$ cat config.mk
export PLATFORM = sky130hd
export DESIGN_NAME = websocket_frame_deframer
export DESIGN_NICKNAME = d
export VERILOG_FILES = /design/src/rtl/core/wsfd_pkg.sv /design/src/rtl/core/websocket_frame_deframer.sv /design/src/rtl/core/wsfd_in_reg.sv /design/src/rtl/core/wsfd_parser.sv /design/src/rtl/core/wsfd_out_reg.sv
export SDC_FILE = /design/constraint.sdc
export NUM_CORES = 1
export LEC_CHECK = 0
export ABC_CLOCK_PERIOD_IN_PS = 4600
export BUFFER_PORTS_ARGS = -buffer_cell sky130_fd_sc_hd__buf_4
export CORE_MARGIN = 3
export CORE_UTILIZATION = 55
export DETAILED_ROUTE_END_ITERATION = 10
export PLACE_DENSITY = 0.75
export SYNTH_ARGS = -nofsm -noshare
export SYNTH_HDL_FRONTEND = slang
export SYNTH_HIERARCHICAL = 1
export SYNTH_SLANG_ARGS = --single-unit
$ cat constraint.sdc
create_clock -name clk_i -period 4.6 [get_ports clk_i]
set_input_delay 0.92 -clock clk_i [delete_from_list [all_inputs] [get_ports clk_i]]
set_output_delay 0.92 -clock clk_i [all_outputs]
set_load 0.05 [all_outputs]
$ cat src/rtl/core/wsfd_pkg.sv
// Shared types, codes and helpers for the WebSocket frame deframer.
package wsfd_pkg;

  // Parse phases of the frame header and payload.
  typedef enum logic [2:0] {
    PH_HDR0    = 3'd0,
    PH_HDR1    = 3'd1,
    PH_EXTHI   = 3'd2,
    PH_EXTLO   = 3'd3,
    PH_MASK    = 3'd4,
    PH_PAYLOAD = 3'd5
  } phase_e;

  // Frame status codes reported at the end of each frame.
  typedef enum logic [2:0] {
    ST_DATA     = 3'd0,
    ST_CLOSE    = 3'd1,
    ST_PING     = 3'd2,
    ST_PONG     = 3'd3,
    ST_BAD_OP   = 3'd4,
    ST_LEN64    = 3'd5,
    ST_TOO_LONG = 3'd6
  } status_e;

  // Opcodes of interest.
  localparam logic [3:0] OP_TEXT   = 4'h1;
  localparam logic [3:0] OP_BINARY = 4'h2;
  localparam logic [3:0] OP_CLOSE  = 4'h8;
  localparam logic [3:0] OP_PING   = 4'h9;
  localparam logic [3:0] OP_PONG   = 4'hA;

  // Seven-bit length codes that announce extended lengths.
  localparam logic [6:0] LEN_EXT16 = 7'd126;
  localparam logic [6:0] LEN_EXT64 = 7'd127;

  // Number of mask key bytes.
  localparam logic [15:0] MASK_BYTES = 16'd4;

  // Width of the buffer limit register and its reset value.
  localparam int unsigned LIMIT_W = 17;
  localparam logic [LIMIT_W-1:0] LIMIT_RESET = 17'h10000;

  // One result item.
  typedef struct packed {
    logic [7:0]  data;
    logic        has_data;
    logic        frame_end;
    status_e     status;
    logic [15:0] frame_len;
  } result_t;

  // Maps an opcode to the status reported at the end of its frame.
  function automatic status_e status_of_opcode(input logic [3:0] op);
    status_e st;
    case (op)
      OP_TEXT, OP_BINARY: st = ST_DATA;
      OP_CLOSE:           st = ST_CLOSE;
      OP_PING:            st = ST_PING;
      OP_PONG:            st = ST_PONG;
      default:            st = ST_BAD_OP;
    endcase
    return st;
  endfunction

endpackage

$ cat src/rtl/core/websocket_frame_deframer.sv
// Top level of the WebSocket frame deframer: one received byte per transfer.
// Each byte passes the input register, and its result the result register.
// Throughput: one byte per cycle, set by the single parse step between the
// input register and the result register; stalls only under output backpressure.
// Reset: asynchronous, active low; parsing restarts at the first header byte
// and the buffer limit returns to 65536.
module websocket_frame_deframer (
  input  logic        clk_i,
  input  logic        rst_ni,
  input  logic        in_valid_i,
  output logic        in_ready_o,
  input  logic [7:0]  in_byte_i,
  input  logic        cfg_valid_i,
  output logic        cfg_ready_o,
  input  logic [16:0] cfg_data_i,
  output logic        out_valid_o,
  input  logic        out_ready_i,
  output logic [7:0]  data_o,
  output logic        has_data_o,
  output logic        frame_end_o,
  output logic [2:0]  status_o,
  output logic [15:0] frame_len_o
);

  logic [wsfd_pkg::LIMIT_W-1:0] limit_q;
  logic                         s1_valid;
  logic [7:0]                   s1_byte;
  logic                         step;
  logic                         res_valid;
  wsfd_pkg::result_t            res;
  wsfd_pkg::result_t            out_res;

  // Buffer limit register; writes are always taken.
  assign cfg_ready_o = 1'b1;

  always_ff @(posedge clk_i or negedge rst_ni) begin
    if (!rst_ni) begin
      limit_q <= wsfd_pkg::LIMIT_RESET;
    end else if (cfg_valid_i) begin
      limit_q <= cfg_data_i;
    end
  end

  // The held byte is parsed when the result register can take its result.
  assign step = s1_valid && (!out_valid_o || out_ready_i);

  wsfd_in_reg u_in_reg (
    .clk_i      (clk_i),
    .rst_ni     (rst_ni),
    .in_valid_i (in_valid_i),
    .in_ready_o (in_ready_o),
    .in_byte_i  (in_byte_i),
    .advance_i  (step),
    .valid_o    (s1_valid),
    .byte_o     (s1_byte)
  );

  wsfd_parser u_parser (
    .clk_i       (clk_i),
    .rst_ni      (rst_ni),
    .step_i      (step),
    .byte_i      (s1_byte),
    .limit_i     (limit_q),
    .res_valid_o (res_valid),
    .res_o       (res)
  );

  wsfd_out_reg u_out_reg (
    .clk_i       (clk_i),
    .rst_ni      (rst_ni),
    .step_i      (step),
    .res_valid_i (res_valid),
    .res_i       (res),
    .out_valid_o (out_valid_o),
    .out_ready_i (out_ready_i),
    .res_o       (out_res)
  );

  assign data_o      = out_res.data;
  assign has_data_o  = out_res.has_data;
  assign frame_end_o = out_res.frame_end;
  assign status_o    = out_res.status;
  assign frame_len_o = out_res.frame_len;

endmodule

$ cat src/rtl/core/wsfd_in_reg.sv
// Input register stage holding one received byte ahead of the parser.
module wsfd_in_reg (
  input  logic       clk_i,
  input  logic       rst_ni,
  input  logic       in_valid_i,
  output logic       in_ready_o,
  input  logic [7:0] in_byte_i,
  input  logic       advance_i,
  output logic       valid_o,
  output logic [7:0] byte_o
);

  logic       valid_q, valid_d;
  logic [7:0] byte_q;
  logic       load;

  // The stage takes a new byte when empty or when its byte moves on.
  assign in_ready_o = !valid_q || advance_i;
  assign load       = in_valid_i && in_ready_o;

  always_comb begin
    valid_d = valid_q;
    if (load) begin
      valid_d = 1'b1;
    end else if (advance_i) begin
      valid_d = 1'b0;
    end
  end

  always_ff @(posedge clk_i or negedge rst_ni) begin
    if (!rst_ni) begin
      valid_q <= 1'b0;
    end else begin
      valid_q <= valid_d;
    end
  end

  // Payload register needs no reset.
  always_ff @(posedge clk_i) begin
    if (load) begin
      byte_q <= in_byte_i;
    end
  end

  assign valid_o = valid_q;
  assign byte_o  = byte_q;

endmodule

$ cat src/rtl/core/wsfd_parser.sv
// Frame parser: header state, mask key and per-byte result decode.
module wsfd_parser (
  input  logic                         clk_i,
  input  logic                         rst_ni,
  input  logic                         step_i,
  input  logic [7:0]                   byte_i,
  input  logic [wsfd_pkg::LIMIT_W-1:0] limit_i,
  output logic                         res_valid_o,
  output wsfd_pkg::result_t            res_o
);

  wsfd_pkg::phase_e phase_q, phase_d;
  logic [3:0]       opcode_q, opcode_d;
  logic             masked_q, masked_d;
  logic [15:0]      len_q, len_d;
  logic [15:0]      count_q, count_d;
  logic [31:0]      key_q, key_d;

  logic        len_known;
  logic        hdr_done;
  logic        masked_now;
  logic [15:0] len_sel;
  logic [15:0] count_inc;
  logic [7:0]  key_byte;

  assign count_inc = count_q + 16'd1;

  // Mask key byte for the current payload index, first key byte at the top.
  always_comb begin
    case (count_q[1:0])
      2'd0:    key_byte = key_q[31:24];
      2'd1:    key_byte = key_q[23:16];
      2'd2:    key_byte = key_q[15:8];
      default: key_byte = key_q[7:0];
    endcase
  end

  // Next state and result for the byte in the input register.
  always_comb begin
    phase_d     = phase_q;
    opcode_d    = opcode_q;
    masked_d    = masked_q;
    len_d       = len_q;
    count_d     = count_q;
    key_d       = key_q;
    len_known   = 1'b0;
    hdr_done    = 1'b0;
    masked_now  = masked_q;
    len_sel     = len_q;
    res_valid_o = 1'b0;
    res_o       = '0;

    case (phase_q)
      wsfd_pkg::PH_HDR0: begin
        opcode_d = byte_i[3:0];
        phase_d  = wsfd_pkg::PH_HDR1;
      end
      wsfd_pkg::PH_HDR1: begin
        masked_d   = byte_i[7];
        masked_now = byte_i[7];
        key_d      = '0;
        if (byte_i[6:0] == wsfd_pkg::LEN_EXT64) begin
          res_valid_o     = 1'b1;
          res_o.frame_end = 1'b1;
          res_o.status    = wsfd_pkg::ST_LEN64;
          phase_d         = wsfd_pkg::PH_HDR0;
        end else if (byte_i[6:0] == wsfd_pkg::LEN_EXT16) begin
          phase_d = wsfd_pkg::PH_EXTHI;
        end else begin
          len_d     = {9'd0, byte_i[6:0]};
          len_sel   = {9'd0, byte_i[6:0]};
          len_known = 1'b1;
        end
      end
      wsfd_pkg::PH_EXTHI: begin
        len_d   = {byte_i, 8'h00};
        phase_d = wsfd_pkg::PH_EXTLO;
      end
      wsfd_pkg::PH_EXTLO: begin
        len_d     = {len_q[15:8], byte_i};
        len_sel   = {len_q[15:8], byte_i};
        len_known = 1'b1;
      end
      wsfd_pkg::PH_MASK: begin
        key_d   = {key_q[23:0], byte_i};
        count_d = count_inc;
        if (count_inc >= wsfd_pkg::MASK_BYTES) begin
          hdr_done = 1'b1;
        end
      end
      wsfd_pkg::PH_PAYLOAD: begin
        res_valid_o    = 1'b1;
        res_o.data     = byte_i ^ key_byte;
        res_o.has_data = 1'b1;
        count_d        = count_inc;
        if (count_inc >= len_q) begin
          res_o.frame_end = 1'b1;
          res_o.status    = wsfd_pkg::status_of_opcode(opcode_q);
          res_o.frame_len = len_q;
          phase_d         = wsfd_pkg::PH_HDR0;
        end
      end
      default: begin
        phase_d = wsfd_pkg::PH_HDR0;
      end
    endcase

    // Length is known: collect the mask key first if there is one.
    if (len_known) begin
      count_d = '0;
      if (masked_now) begin
        phase_d = wsfd_pkg::PH_MASK;
      end else begin
        hdr_done = 1'b1;
      end
    end

    // Header complete: check the length limit, then an empty payload.
    if (hdr_done) begin
      if ({1'b0, len_sel} >= limit_i) begin
        res_valid_o     = 1'b1;
        res_o.frame_end = 1'b1;
        res_o.status    = wsfd_pkg::ST_TOO_LONG;
        res_o.frame_len = len_sel;
        phase_d         = wsfd_pkg::PH_HDR0;
      end else begin
        count_d = '0;
        if (len_sel == 16'd0) begin
          res_valid_o     = 1'b1;
          res_o.frame_end = 1'b1;
          res_o.status    = wsfd_pkg::status_of_opcode(opcode_q);
          phase_d         = wsfd_pkg::PH_HDR0;
        end else begin
          phase_d = wsfd_pkg::PH_PAYLOAD;
        end
      end
    end
  end

  // Parser state advances only when a byte is consumed.
  always_ff @(posedge clk_i or negedge rst_ni) begin
    if (!rst_ni) begin
      phase_q  <= wsfd_pkg::PH_HDR0;
      opcode_q <= '0;
      masked_q <= 1'b0;
      len_q    <= '0;
      count_q  <= '0;
      key_q    <= '0;
    end else if (step_i) begin
      phase_q  <= phase_d;
      opcode_q <= opcode_d;
      masked_q <= masked_d;
      len_q    <= len_d;
      count_q  <= count_d;
      key_q    <= key_d;
    end
  end

endmodule

$ cat src/rtl/core/wsfd_out_reg.sv
// Result register that holds one result until its transfer completes.
module wsfd_out_reg (
  input  logic              clk_i,
  input  logic              rst_ni,
  input  logic              step_i,
  input  logic              res_valid_i,
  input  wsfd_pkg::result_t res_i,
  output logic              out_valid_o,
  input  logic              out_ready_i,
  output wsfd_pkg::result_t res_o
);

  logic              valid_q, valid_d;
  wsfd_pkg::result_t res_q;

  // A step only happens when the register is empty or being emptied.
  always_comb begin
    valid_d = valid_q;
    if (step_i) begin
      valid_d = res_valid_i;
    end else if (out_ready_i) begin
      valid_d = 1'b0;
    end
  end

  always_ff @(posedge clk_i or negedge rst_ni) begin
    if (!rst_ni) begin
      valid_q <= 1'b0;
    end else begin
      valid_q <= valid_d;
    end
  end

  always_ff @(posedge clk_i) begin
    if (step_i && res_valid_i) begin
      res_q <= res_i;
    end
  end

  assign out_valid_o = valid_q;
  assign res_o       = res_q;

endmodule
---- Yosys cells after proc, flatten, opt, wreduce, memory -nomap -nowiden ----
Cells that the tools add are included.
operators by class
  multiplexer cells ....................... 46
  bitwise operators ....................... 2
  add/sub/neg operators ................... 1
  shift operators ......................... 0
  equal/unequal tests ..................... 14
  reduce and logical (&&, ||, !) cells .... 22
  $mul .................................... 0
  div/mod/pow operators ................... 0
  magnitude comparators ................... 3
operators with widths
  kind                   number
  $mux 16                8
  $pmux 32 s2            1
  $pmux 16 s3            1
  $mux 20                2
  $pmux 16 s2            1
  $mux 3                 8
  $pmux 8 s3             1
  $ge 16x17->1           1
  $add 16x1->16 const B  1
  $ge 16x16->1           1
  $ge 16x3->1 const B    1
  $logic_not 16->1       1
  $mux 1                 16
  $pmux 3 s5             1
  $eq 7x7->1 const B     2
  $eq 4x4->1 const B     3
  $mux 4                 3
  $pmux 3 s4             1
  $pmux 4 s2             1
  $reduce_bool 2->1      4
  $xor 8x8->8            1
  $eq 3x2->1 const B     2
  $eq 3x3->1 const B     2
  $reduce_and 2->1       3
  15 further kinds       22
storage, ports and cells
  output and inout bits ................... 32
  latch bits .............................. 0
  memory bits (read-only) ................. 0
  register bits after elaboration ......... 128
  input bits .............................. 30
  bits in writable memories ............... 0
  logic and storage cells ................. 104
  memories kept ........................... 0

---- Logic depth before layout (Yosys ltp) ----
  depth after elaboration ................. 9
  depth in mapped cells ................... 17

---- Modules after synthesis ----
Netlist, hierarchy kept.
modules (own cells, without submodules)
  module                    cells an instance  area each (µm²)  instances
  wsfd_parser               562                5113.7           1
  wsfd_out_reg              33                 915.9            1
  websocket_frame_deframer  40                 709.4            1
  wsfd_in_reg               12                 294.0            1

---- Least setup slack after synthesis ----
Ideal clock, no wire load.
  kind .................................... reg2reg
  start point ............................. register u_parser.phase_q[1]
  end point ............................... register u_out_reg.res_q (netlist bit u_out_reg/res_o[0]), enable pin
  slack ................................... 0.837 ns
  required time ........................... 4.264 ns
  arrival time ............................ 3.427 ns
  stages on the path, launching flop included .. 15
  buffers on the path ..................... 2
  cells stage by stage .................... dfrtp_1 > clkbuf_1 > nand2b_1 > nor3_1 > nor2_1 > ha_1 > nand4_1 > inv_1 > nand3_1 > o31a_1 > o22ai_1 > clkbuf_1 > o21ai_0 > o21ai_0 > and2_4
between the ends
  longest elaborated chain between the ends .. 7
RTL lines
  element                                               RTL line                        text
  from (decl)                                           wsfd_parser.sv:12               wsfd_pkg::phase_e phase_q, phase_d;
  from (signal assigned)                                wsfd_parser.sv:143              phase_q <= wsfd_pkg::PH_HDR0;
  from (signal assigned)                                wsfd_parser.sv:150              phase_q <= phase_d;
  branches (longest 5 deep; another with $ge 16x17->1)  -
  $mux 1 (*)                                            wsfd_parser.sv:119              if (hdr_done) begin
  net res_valid                                         websocket_frame_deframer.sv:29  logic res_valid;
  $logic_and 1x1->1 (*)                                 wsfd_out_reg.sv:35              if (step_i && res_valid_i) begin
  to (signal assigned)                                  wsfd_out_reg.sv:36              res_q <= res_i;
  to (decl)                                             wsfd_out_reg.sv:14              wsfd_pkg::result_t res_q;
Mark *: on every way through the listed nets, which the timed path passes.
A chain may end at the register's enable or synchronous reset.

---- Final worst setup path ----
  start point ............................. register u_in_reg.byte_q[4], in the netlist u_in_reg/byte_o[4]
  end point ............................... register u_out_reg.res_q (netlist bit u_out_reg/res_o[8]), enable pin
between the ends
  longest elaborated chain between the ends .. 9
RTL lines
  element                                               RTL line                        text
  from (decl)                                           wsfd_in_reg.sv:14               logic [7:0] byte_q;
  from (signal assigned)                                wsfd_in_reg.sv:41               byte_q <= in_byte_i;
  branches (longest 7 deep; another with $ge 16x17->1)  -
  $mux 1 (*)                                            wsfd_parser.sv:119
  net res_valid                                         websocket_frame_deframer.sv:29
  $logic_and 1x1->1 (*)                                 wsfd_out_reg.sv:35
Marks and branches as above.

==> metrics <==
status=finished, final reports clean; root buffer cell=clkbuf_16; port bufs=60; Max Cap Viol=0; Slew HR=0.239; Worst Path Class, Setup=flop to flop; CTS clk-pin slew, worst paths=0.06 ns; Worst setup EP type=flop; synthesis warning total=6; CTS tree=yes; Syn-to-layout area delta=16.3%; number of global-route vias before repair=5370; worst path buffer plus inverter count=1; number of synthesized flops with an enable pin=37; top cell type by total area after synthesis=dfrtp_1; CP max-delay cell=edfxtp_1; combinational power share=0.386; Syn Inst Count=647; worst hold path class=flop to flop; Synth area leaders=dfrtp_1 (32%), edfxtp_1 (16%), a22o_1 (6.8%), ha_1 (6.6%), nor2_1 (3.1%); startpoint types=flop; Post-Synth Simple-Gate Area=0.135; clock share of power=0.266; # setup viols final=0; clock buffer depth=2; power density cells=610 mW/mm²; RSZ-0062 raised after global routing=no; syn avg cell area=10.9 µm²; chip height=119 µm; post-synth net total=714; vias per inst=6.31; Final period util=0.916; CTS sink count=128; Slew @ Worst Pin=1.14 ns; Net Sw Frac=0.398; # rows=40; routed wire length=17600 µm; Die Wd=119 µm; sequential element share of the synthesized area=0.482; pre-CTS setup slack=0.522 ns; min Tclk post-route=4.21 ns; core box area=0.0123 mm²; Top Family by Delay on Critical Path=simple AND/OR/NAND/NOR gates; fmax=237 MHz; switching power=1.99 mW; routability cong.=0.945; Post-CTS Hold Fix Bufs=0; fin cells=880; Initial DRC Count=735; placed inst area=0.00759 mm²; Distinct cells, synth=72; Flop pwr share=0.349; Ports=62; Register Area=0.00339 mm²; WL/cell=20.0 µm; Hold Worst Slack=0.507 ns; Post-synth ARST share=0.711; most instantiated cells after synthesis=dfrtp_1 (90), nor2_1 (59), a22o_1 (55), inv_1 (40); post-route setup TNS=0 ns; fin util=0.667; nets=766; Final Hold Vio Count=0; cell area after synthesis=0.00703 mm²; global-route wire length before repair=28300 µm; Worst EP arrival=4.28 ns; Clk Latency, worst-skew pair=0.42 ns; final instance area=0.00818 mm²; clock buffer count from CTS=17; antenna violations before repair=0; Peak supply drop=0.488 mV; Synth Area in Compound Gates=0.192; total vias in the final route=5557; CP Cell Sequence=nand3_2, nor4_1, nor2_1, nand2_1, o21ai_0, ha_1, o211ai_1, a21oi_1, nor4_1, o31a_1, o22ai_1, o21ai_0, buf_4, o21ai_0, and2_4; total power=4.99 mW; grt ovf=0; H-tree Lvls=4; Most common cell on crit path=o21ai_0; dpl cells=848; top cell type's share of synthesized area=0.320; fin. max-slew vios=0; post-synthesis mux area share=0.0434; Pint=3.00 mW; setup ws final=0.387 ns; initial core utilization=0.574; XOR/XNOR Fraction of Synth Area=0.0286; Post-DP HPWL=12400 µm; layout cells sized above 1=0.211; skew final=0.00864 ns; Post-DRT Antenna Nets=0; DRT Pass-1 Iters=6; dominant combinational cell family by area after synthesis=compound AO/OA/AOI/OAI gates; drt drc=0; Fillers=927; setup bufs post-CTS=0; most instantiated library cell after synthesis=dfrtp_1; largest net degree at the start of global routing=65; Worst Path Required=4.67 ns; post-synthesis share of cell area spent on full adders, half adders and majority gates=0.0658; footprint of the multi-input gates=0.00328 mm²; crit path max fanout=30; All-Layer GR Usage=0.254; Leak=3.68 nW; die area=0.0142 mm²; Resize count post-CTS=0; Slowest Stage Delay on Critical Path=0.54 ns; diodes inserted=0; Synth Flop Type=dfrtp_1; Seq cells post-synth=128
-- layout by cell type (no fill, tap or decap), types with 4 or more instances in the layout --
master     netlist  final
nor2_1          59     59
mux2_2          12     12
a222oi_1         8      8
o21ai_0         27     27
nor4_1           8      8
a21oi_1         24     24
dfrtp_1         90     90
edfxtp_1        37     37
buf_4            4     75
nand3_1         13     13
clkbuf_16        0     18
nand2b_1         7      7
inv_1           40     40
inv_6            0      5
a22o_1          55     55
xnor2_1         15     15
ha_1            37     37
a21o_1          10     10
nand4_1          8      8
nor3_1          11     10
or3_1            4      4
mux2_4          10     10
nand2_1         37     37
o31ai_1          8      8
nor2b_1          4      4
xor2_1           8      8
a32o_1           7      7
o21a_1           5      5
-- layout make-up --
| class | instances | area share |
|---|---|---|
| clock buffer | 19 | 0.0568 |
| clock inverter | 13 | 0.0148 |
| inverter | 40 | 0.0184 |
| multi-input combinational | 437 | 0.401 |
| sequential | 128 | 0.414 |
| tap | 168 | 0.0257 |
| timing repair buffer | 75 | 0.0688 |
-- kinds of logic after synthesis --
kind of cell,after synthesis
AOI/OAI and AO/OA,174
xor gates and xnor gates,23
adders and majority gates,37
buffers and inverters,82
DFF,128
muxes,24
other,1
and+or+nand+nor,178
-- final timing paths --
kind / from / endpoint / slack (ns) / depth (start not counted)
min: limit_q[1] / limit_q[1] / 0.51 / 1
min reg2reg: limit_q[1] / limit_q[1] / 0.51 / 1
max in group asynchronous: rst_ni / limit_q[16] / 3.07 / 2
min in group asynchronous: rst_ni / limit_q[3] / 0.60 / 1
max: u_in_reg/byte_o[4] / u_out_reg/res_o[8] / 0.39 / 15
max reg2reg: u_in_reg/byte_o[4] / u_out_reg/res_o[8] / 0.39 / 15
-- flip-flops by register name (all words and copies together) (netlist names) --
register and cells:
u_parser/len_q 16, u_parser/count_q 16, limit_q 17, u_parser/phase_q 3, u_out_reg/out_valid_o 1, u_parser/masked_q 1
u_in_reg/byte_o 8, u_parser/key_q 32, u_parser/opcode_q 4, u_in_reg/valid_o 1, u_out_reg/res_o 29
-- metal layers --
layer | routed length (µm) | share of wire | track usage | up-vias
li1 | - | - | - | 2507
met1 | 7440 | 0.42 | 0.342 | 2740
met2 | 8570 | 0.49 | 0.409 | 280
met3 | 1270 | 0.072 | 0.0617 | 30
met4 | 282 | 0.016 | 0.0789 | 0
met5 | 0 | 0 | 0 | -
-- power by group through the flow --
stage | Combinational, mW | Sequential (mW) | Clock, mW
2_1_floorplan | 1.17 | 1.93 | 0
3_3_place_gp | 1.85 | 1.74 | 0
3_5_place_dp | 1.90 | 1.75 | 0
4_1_cts | 1.91 | 1.74 | 1.35
5_1_grt | 2.08 | 1.77 | 1.39
6_report | 1.93 | 1.74 | 1.33
Note: power is estimated with default switching activity, not from simulation.
